### src/hw/rtl/ssm_pkg.sv
// Shared types, codes and conversion helpers of the stereo sample mixer.
package ssm_pkg;

	localparam int PAINT_DEPTH_DEF = 2048;

	localparam int CFG_DATA_W  = 10;
	localparam int CFG_INDEX_W = 2;

	localparam logic [9:0] MASTER_MAX   = 10'd512;
	localparam logic [8:0] VOL8_MAX     = 9'd255;
	localparam logic [4:0] RING_LOG_MIN = 5'd1;
	localparam logic [4:0] RING_LOG_MAX = 5'd16;

	localparam logic [9:0] MASTER_RST    = 10'd256;
	localparam logic [1:0] CHANNELS_RST  = 2'd2;
	localparam logic       SIXTEEN_RST   = 1'b1;
	localparam logic [4:0] RING_LOG_RST  = 5'd14;

	typedef enum logic [1:0] {
		ACT_LOAD  = 2'd0,
		ACT_ADD8  = 2'd1,
		ACT_ADD16 = 2'd2,
		ACT_XFER  = 2'd3
	} action_t;

	typedef enum logic [1:0] {
		CFG_MASTER   = 2'd0,
		CFG_CHANNELS = 2'd1,
		CFG_SIXTEEN  = 2'd2,
		CFG_RING_LOG = 2'd3
	} cfg_index_t;

	typedef enum logic [1:0] {
		ST_IDLE,
		ST_READ,
		ST_MUL,
		ST_ADD
	} state_t;

	typedef struct packed {
		logic [15:0] value;
		logic [15:0] address;
		logic        last;
	} result_t;

	// Scale a sum down by 256, saturate to 16 bits, optionally pack as offset-binary byte
	function automatic logic [15:0] convert(input logic [31:0] sum, input logic sixteen);
		logic signed [23:0] v;
		logic signed [15:0] s;
		v = $signed(sum[31:8]);
		if (v > 24'sd32767) begin
			s = 16'sh7fff;
		end else if (v < -24'sd32768) begin
			s = 16'sh8000;
		end else begin
			s = 16'(v);
		end
		if (sixteen) begin
			return s;
		end
		return {8'h00, s[15:8] ^ 8'h80};
	endfunction

endpackage

### src/hw/rtl/ssm_out_buf.sv
// Two-entry result buffer that holds the samples of one transfer until taken.
module ssm_out_buf (
	input  logic                  clk,
	input  logic                  arst_n,
	input  logic                  push,
	input  logic                  push_two,
	input  ssm_pkg::result_t      res_first,
	input  ssm_pkg::result_t      res_second,
	output logic                  empty,
	output logic                  out_valid,
	input  logic                  out_ready,
	output logic signed [15:0]    out_value,
	output logic [15:0]           ring_address,
	output logic                  last
);

	ssm_pkg::result_t ent0_q;
	ssm_pkg::result_t ent1_q;
	logic [1:0]       cnt_q;
	logic             pop;

	assign empty     = (cnt_q == 2'd0);
	assign out_valid = !empty;
	assign pop       = out_valid && out_ready;

	always_ff @(posedge clk or negedge arst_n) begin
		if (!arst_n) begin
			cnt_q <= 2'd0;
		end else if (push) begin
			cnt_q <= push_two ? 2'd2 : 2'd1;
		end else if (pop) begin
			cnt_q <= cnt_q - 2'd1;
		end
	end

	// Advance the second sample to the head once the first is taken
	always_ff @(posedge clk) begin
		if (push) begin
			ent0_q <= res_first;
			ent1_q <= res_second;
		end else if (pop) begin
			ent0_q <= ent1_q;
		end
	end

	assign out_value    = $signed(ent0_q.value);
	assign ring_address = ent0_q.address;
	assign last         = ent0_q.last;

endmodule

### config.mk
export PLATFORM = sky130hd
export DESIGN_NAME = ssm_out_buf
export DESIGN_NICKNAME = d
export VERILOG_FILES = /design/src/hw/rtl/ssm_pkg.sv /design/src/hw/rtl/ssm_out_buf.sv
export SDC_FILE = /design/constraint.sdc
export NUM_CORES = 1
export LEC_CHECK = 0
export ABC_AREA = 0
export BUFFER_PORTS_ARGS = -buffer_cell sky130_fd_sc_hd__buf_2
export CORE_MARGIN = 10
export CORE_UTILIZATION = 43
export DETAILED_ROUTE_END_ITERATION = 12
export MAX_ROUTING_LAYER = met4
export PLACE_DENSITY = 0.76
export SETUP_SLACK_MARGIN = 0.1
export SLEW_MARGIN = 5
export SYNTH_ARGS = -nofsm -noshare
export SYNTH_HDL_FRONTEND = slang
export SYNTH_SLANG_ARGS = --single-unit
### constraint.sdc
create_clock -name clk -period 1.85 [get_ports clk]
set_clock_uncertainty 0.15 [all_clocks]
set_input_delay 0 -clock clk [delete_from_list [all_inputs] [get_ports clk]]
set_output_delay 0 -clock clk [all_outputs]
set_load 0.005 [all_outputs]
-- Word level (Yosys, flattened, before mapping)
Cells that the tools add are included.
- register bits: 68
- $add $sub $neg: 1
- muxes and demuxes: 5
- reduce and logical (&&, ||, !) cells: 4
- operators with widths (kind ; number):
    2-to-1 mux 33 bit ; 2
    2-to-1 mux 2 bit ; 3
    logical NOT 2 bit ; 1
    nonzero test 2 bit ; 1
    subtractor 2 x 1 -> 2 bit (second input constant) ; 1
    logical AND 1 bit ; 1
    logical NOT 1 bit ; 1

-- Longest topological paths before layout
Gate-level depths: netlist of run 1.
- word-level depth: 5
- depth in mapped cells: 4
- gate-level depth less buffers: 4

-- Worst setup path before layout of run 1
No wires, ideal clock.
- kind: register to register
- start point: register cnt_q[0]
- end point: register ent0_q, in the netlist last, enable pin
- library setup time: 0.375 ns
- arrival: 1.279 ns
- data required time: 1.325 ns
- setup slack: 0.045 ns
- stages on the path, launching flop included: 5
- path buffers: 0
- period minus slack after synthesis: 1.805 ns
- path through: dfrtp_1 -> inv_1 -> ha_1 -> nor2b_1 -> or2_2
- word-level cells in the longest chain between the ends: 4
- ends and longest elaborated chain (item ; RTL line ; RTL):
    from (decl) ; ssm_out_buf.sv:19 ; logic [1:0] cnt_q;
    from (signal assigned) ; ssm_out_buf.sv:30 ; cnt_q <= push_two ? 2'd2 : 2'd1;
    from (signal assigned) ; ssm_out_buf.sv:32 ; cnt_q <= cnt_q - 2'd1;
    logical NOT 2 bit ; ssm_out_buf.sv:22 ; assign empty = (cnt_q == 2'd0);
    named net empty ; ssm_out_buf.sv:9 ; output logic empty,
    logical NOT 1 bit ; ssm_out_buf.sv:23 ; assign out_valid = !empty;
    logical AND 1 bit ; ssm_out_buf.sv:24 ; assign pop = out_valid && out_ready;
    nonzero test 2 bit (no source line) ; n/a ;
    to (signal assigned) ; ssm_out_buf.sv:39 ; ent0_q <= res_first;
    to (signal assigned) ; ssm_out_buf.sv:42 ; ent0_q <= ent1_q;
    to (decl) ; ssm_out_buf.sv:17 ; ssm_pkg::result_t ent0_q;
The timed path passes the listed nets, and every way through them passes these cells.
A chain may end at the register's enable or synchronous reset.

-- Worst setup path in the final report of run 1
- start point: register cnt_q[0]
- end point: register ent0_q, in the netlist ring_address[12], enable pin
- word-level cells in the longest chain between the ends: 4
- ends and longest elaborated chain (item ; RTL line):
    logical NOT 2 bit ; ssm_out_buf.sv:22
    logical NOT 1 bit ; ssm_out_buf.sv:23
    logical AND 1 bit ; ssm_out_buf.sv:24
    nonzero test 2 bit (no source line) ; n/a
Every way passes these cells.

==> results.sh, run 1 <==
export IMPL_outcome="completed"
export IMPL_hold_path_cell_count=1
export IMPL_critPathTopFamily="simple AND/OR/NAND/NOR gates"
export IMPL_wire_per_inst_um=18.2
export IMPL_reg2reg_depth=5
export IMPL_grtUsageTotal=0.153
export IMPL_cts_tree="done"
export IMPL_boundaryPins=106
export IMPL_tightest_slew_ps=491
export IMPL_core_area_um2=5890
export IMPL_grt_pass1_wl_um=10900
export IMPL_cts_sinks=68
export IMPL_dp_hpwl_um=4270
export IMPL_worst_path_max_fanout=13
export IMPL_tns_ps=0
export IMPL_slowest_stage="dfrtp_1"
export IMPL_grt_max_degree=34
export IMPL_rsz0062_at_grt="no"
export IMPL_synth_seq_cells=68
export IMPL_synth_area_um2=2590
export IMPL_power_share_switching=0.214
export IMPL_slew_viol_final=0
export IMPL_fmax_mhz=616
export IMPL_endpoint_kind="flop"
export IMPL_vias=1785
export IMPL_cp_depth=5
export IMPL_clockRootBuffer="clkbuf_8"
export IMPL_viasPerCell=4.60
export IMPL_synth_cell_types=15
export IMPL_drt_iter0_markers=42
export IMPL_ys_warn_count=0
export IMPL_h_tree_depth=3
export IMPL_netlist_instances=118
export IMPL_switching_power_uw=763
export IMPL_clock_path_buffers=2
export IMPL_cts_buffers_inserted=9
export IMPL_p_int_uw=2800
export IMPL_min_delay_path_class="in -> reg"
export IMPL_drcViolationCount=0
export IMPL_design_die_area_um2=9540
export IMPL_maxCapViolCount=0
export IMPL_drive_above_1_share=0.514
export IMPL_gp_congestion=0.756
export IMPL_hold_violations=0
export IMPL_cp_start_kind="flop"
export IMPL_arrival_ps=1520
export IMPL_portBuffers=105
export IMPL_worstSetupPathType="reg -> reg"
export IMPL_num_antenna_cells=0
export IMPL_placed_cells=301
export IMPL_ys_seq_area_frac=0.783
export IMPL_post_layout_nonfiller_instances=388
export IMPL_syn_area_per_cell_um2=22.0
export IMPL_power_density_nw_per_um2=855
export IMPL_cp_slowest_stage_delay_ps=360
export IMPL_area_growth_pct=61.0
export IMPL_p_comb_frac=0.150
export IMPL_fin_crit_sh=0.878
export IMPL_die_y_um=97.7
export IMPL_power_frac_clock=0.317
export IMPL_die_w_um=97.7
export IMPL_antenna_found_initial=0
export IMPL_power_leakage_uw=0.00178
export IMPL_final_core_util=0.709
export IMPL_rows=28
export IMPL_start_util=0.441
export IMPL_synth_nets=190
export IMPL_max_slew_margin=0.673
export IMPL_clock_latency_ps=330
export IMPL_first_global_vias=1979
export IMPL_finalSetupViolCount=0
export IMPL_nets=380
export IMPL_drt_first_pass_iters=4
export IMPL_worstPathCellList="inv_1 > ha_1 > nor2b_2 > or2_4 > buf_12"
export IMPL_vdd_drop_max_mv=0.514
export IMPL_routed_wl_um=7070
export IMPL_seqPwrFrac=0.534
export IMPL_worst_path_buf_inv=2
export IMPL_hold_slack_ps=13.6
export IMPL_min_period_ps=1620
export IMPL_path_clk_slew_ps=70
export IMPL_ant_nets=0
export IMPL_critPathRequiredTime_ps=1740
export IMPL_grt_overflow_total=0
kinds of logic after synthesis:
logic type | after synthesis | share of synthesized area
flip-flops | 68 | 0.783
AND/OR/NAND/NOR | 6 | 0.0164
adder cells (fa/ha/maj) | 1 | 0.00482
buffers and inverters | 8 | 0.0207
multiplexers | 33 | 0.168
AO/OA/AOI/OAI | 2 | 0.00675
layout make-up:
class | instances | area (um^2)
Clock inverter | 6 | 55.1
Multi-Input combinational cell | 42 | 513
Fill cell | 385 | 1710
Timing Repair Buffer | 183 | 1340
Clock buffer | 10 | 128
Inverter | 4 | 15.0
Sequential cell | 68 | 2030
Tap cell | 75 | 93.8
sequential cells by signal, summed over array words and instances (netlist names):
register      cells
ent1_q           33
out_value        16
cnt_q             2
last              1
ring_address     16
metal layers:
| layer | up-vias | part of all wire | track usage |
|---|---|---|---|
| met5 | - | 0 | - |
| met4 | 0 | 0.020 | 0.0615 |
| met3 | 10 | 0.059 | 0.0391 |
| met2 | 78 | 0.55 | 0.276 |
| met1 | 853 | 0.37 | 0.154 |
| li1 | 844 | - | - |
Yosys cell counts:
library cell / number / area [um^2]
inv_1: 4 / 15.0
edfxtp_1: 66 / 1980
nand2_1: 1 / 3.75
nand2b_1: 1 / 6.26
or2_2: 1 / 6.26
buf_6: 3 / 33.8
mux2_4: 17 / 255
or4b_1: 2 / 20.0
nor2b_1: 1 / 6.26
o221ai_1: 1 / 8.76
mux2_2: 16 / 180
ha_1: 1 / 12.5
buf_2: 1 / 5.00
dfrtp_1: 2 / 50.1
o311ai_1: 1 / 8.76
layout by cell type (no fill, tap or decap):
cell type,netlist,layout
mux2_2,16,16
clkbuf_8,0,9
buf_12,0,4
nor2b_2,0,1
dlygate4sd3_1,0,70
ha_1,1,1
nand2_1,1,1
inv_1,4,4
or2_4,0,1
o221ai_1,1,1
buf_4,0,5
or4b_1,2,2
edfxtp_1,66,66
bufinv_16,0,1
dfrtp_1,2,2
buf_2,1,104
clkbuf_1,0,1
nand2b_1,1,1
clkinv_1,0,2
o311ai_1,1,1
clkinvlp_4,0,1
mux2_4,17,17
clkinv_2,0,2
metrics by stage:
stage          total power [uW]  instance area (um^2)  setup slack (ps)
6_report                   3570                  4180               226
5_1_grt                    3720                  4180               112
4_1_cts                    3580                  4170               143
3_5_place_dp               2340                  3270              77.1
3_3_place_gp               2320                  3270               166
2_1_floorplan              2100                  2600               210
timing repair:
item                       in CTS  in global routing
setup endpoints to repair      24                 32
hold endpoints to repair       70                  0
gates resized for setup         0                  1
buffers inserted                1                  0
hold buffers                   70                  0
worst paths after layout:
path                            start          endpoint  slack [ps]
min                              push        ent1_q[11]          10
max in group asynchronous      arst_n          cnt_q[0]        1060
min in group asynchronous      arst_n          cnt_q[1]         360
min reg2reg                ent1_q[30]     out_value[13]         400
max reg2reg                  cnt_q[0]  ring_address[12]         230
max                          cnt_q[0]  ring_address[12]         230
power groups by stage:
stage / clock network (uW) / logic [uW] / registers, uW
floorplan: 0 / 154 / 1940
global placement: 0 / 392 / 1930
detailed placement: 0 / 404 / 1940
CTS: 1150 / 529 / 1900
global route: 1220 / 578 / 1920
finish: 1130 / 534 / 1900
Power figures use the tool's default switching activity.
==> run 2, diff against run 1 <==
--- a/config.mk
+++ b/config.mk
@@ -10,7 +10,6 @@
 export CORE_MARGIN = 10
 export CORE_UTILIZATION = 43
 export DETAILED_ROUTE_END_ITERATION = 12
-export MAX_ROUTING_LAYER = met4
 export PLACE_DENSITY = 0.76
 export SETUP_SLACK_MARGIN = 0.1
 export SLEW_MARGIN = 5
==> run 2 against run 1 <==
Effect of this change:
- count of clock-buffer cells in the layout did not move
- critical path depth did not move
- cell area unchanged
- maximum frequency barely moved
- cell count unchanged
- core utilization unchanged
- critical endpoint unchanged
- largest power group unchanged
==> results.sh, run 2 (synthesis results as in run 1) <==
export IMPL_post_layout_nonfiller_instances=388
export IMPL_outcome="completed"
export IMPL_cts_buffers_inserted=9
export IMPL_worst_slack_ps=227
export IMPL_hp_start="push"
export IMPL_portBuffers=105
export IMPL_ant_nets=0
export IMPL_h_tree_depth=3
export IMPL_maxCapViolCount=0
export IMPL_tns_ps=0
export IMPL_placed_cells=301
export IMPL_clockRootBuffer="clkbuf_8"
export IMPL_antenna_found_initial=0
export IMPL_grtUsageTotal=0.150
export IMPL_grt_max_degree=34
export IMPL_cts_sinks=68
export IMPL_nets=380
export IMPL_critPathRequiredTime_ps=1740
export IMPL_clock_latency_ps=330
export IMPL_rows=28
export IMPL_worstSetupPathType="reg -> reg"
export IMPL_drcViolationCount=0
export IMPL_hold_slack_ps=15.1
export IMPL_endpoint_kind="flop"
export IMPL_cts_tree="done"
export IMPL_grt_overflow_total=0
export IMPL_power_density_nw_per_um2=854
export IMPL_die_w_um=97.7
export IMPL_worst_path_max_fanout=13
export IMPL_cp_start_kind="flop"
export IMPL_dp_hpwl_um=4270
export IMPL_r2r_slack_ps=230
export IMPL_fin_crit_sh=0.878
export IMPL_path_clk_slew_ps=70
export IMPL_regToRegStartpoint="cnt_q[0]"
export IMPL_min_period_ps=1620
export IMPL_fillCellCount=385
export IMPL_gp_congestion=0.747
export IMPL_slew_viol_final=0
export IMPL_wire_per_inst_um=18.3
export IMPL_arrival_ps=1510
export IMPL_design_die_area_um2=9540
export IMPL_vias=1787
export IMPL_top_register="ent1_q"
export IMPL_min_delay_path_class="in -> reg"
export IMPL_die_y_um=97.7
export IMPL_routed_wl_um=7100
export IMPL_power_leakage_uw=0.00178
export IMPL_viasPerCell=4.61
export IMPL_drt_first_pass_iters=4
export IMPL_area_growth_pct=61.0
export IMPL_first_global_vias=1981
export IMPL_reg2reg_to="ring_address[12]"
export IMPL_layout_common_cells="104 x buf_2, 70 x dlygate4sd3_1, 66 x edfxtp_1"
export IMPL_num_antenna_cells=0
export IMPL_rsz0062_at_grt="no"
export IMPL_grt_pass1_wl_um=11000
export IMPL_hold_violations=0
export IMPL_drt_iter0_markers=40
export IMPL_boundaryPins=106
export IMPL_tightest_slew_ps=492
export IMPL_fmax_mhz=616
export IMPL_final_common_cell="buf_2"
export IMPL_start_util=0.441
export IMPL_clock_path_buffers=2
export IMPL_finalSetupViolCount=0
export IMPL_reg2reg_depth=5
export IMPL_place_ws_ps=77.1
export IMPL_hold_path_cell_count=1
export IMPL_holdPathEnd="ent1_q[11]"
export IMPL_max_slew_margin=0.672
export IMPL_largest_reg_flops=33
export IMPL_core_area_um2=5890
export IMPL_drive_above_1_share=0.514
export IMPL_vdd_drop_max_mv=0.514
[run 2: timing repair]
action                     CTS  global route
buffers inserted             1             0
gates resized for setup      0             1
setup endpoints to repair   24            32
hold buffers                70             0
hold endpoints to repair    70             0
[run 2: worst max path at each step]
stage,from,to,slack (ps),depth (start not counted)
2_1_floorplan,cnt_q[0],last,210,4
3_3_place_gp,cnt_q[0],ring_address[13],170,5
3_5_place_dp,cnt_q[0],ring_address[12],80,5
4_1_cts,cnt_q[0],ring_address[12],140,5
5_1_grt,cnt_q[0],ring_address[12],110,5
6_report,cnt_q[0],ring_address[12],230,5
[run 2: cell type report]
class	count	area, um^2	share of cell area
Clock buffer	10	128	0.0306
Inverter	4	15.0	0.00360
Timing Repair Buffer	183	1340	0.321
Sequential cell	68	2030	0.487
Clock inverter	6	55.1	0.0132
Multi-Input combinational cell	42	513	0.123
Tap cell	75	93.8	0.0225
[run 2: stage by stage]
stage / power [uW] / area, um^2 / util
finish: 3570 / 4180 / 0.709
global route: 3720 / 4180 / 0.709
CTS: 3580 / 4170 / 0.709
detailed placement: 2340 / 3270 / 0.555
global placement: 2320 / 3270 / 0.555
floorplan: 2100 / 2600 / -
[run 2: power by group]
part / internal, uW / leakage [uW] / switching (uW)
clock network: 609 / 0.0000911 / 520
registers: 1870 / 0.000679 / 38.2
logic: 330 / 0.00101 / 204
[run 2: worst max-delay path: stages (launching register included)]
cell,delay [ps]
dfrtp_1,360
inv_1,50
ha_1,250
nor2b_2,170
or2_4,210
buf_12,150
[run 2: layer usage]
metal	up-vias	GRT usage	part of all wire
li1	845	-	-
met1	852	0.154	0.36
met2	79	0.276	0.55
met3	11	0.0427	0.066
met4	0	0.0615	0.019
met5	-	0	0
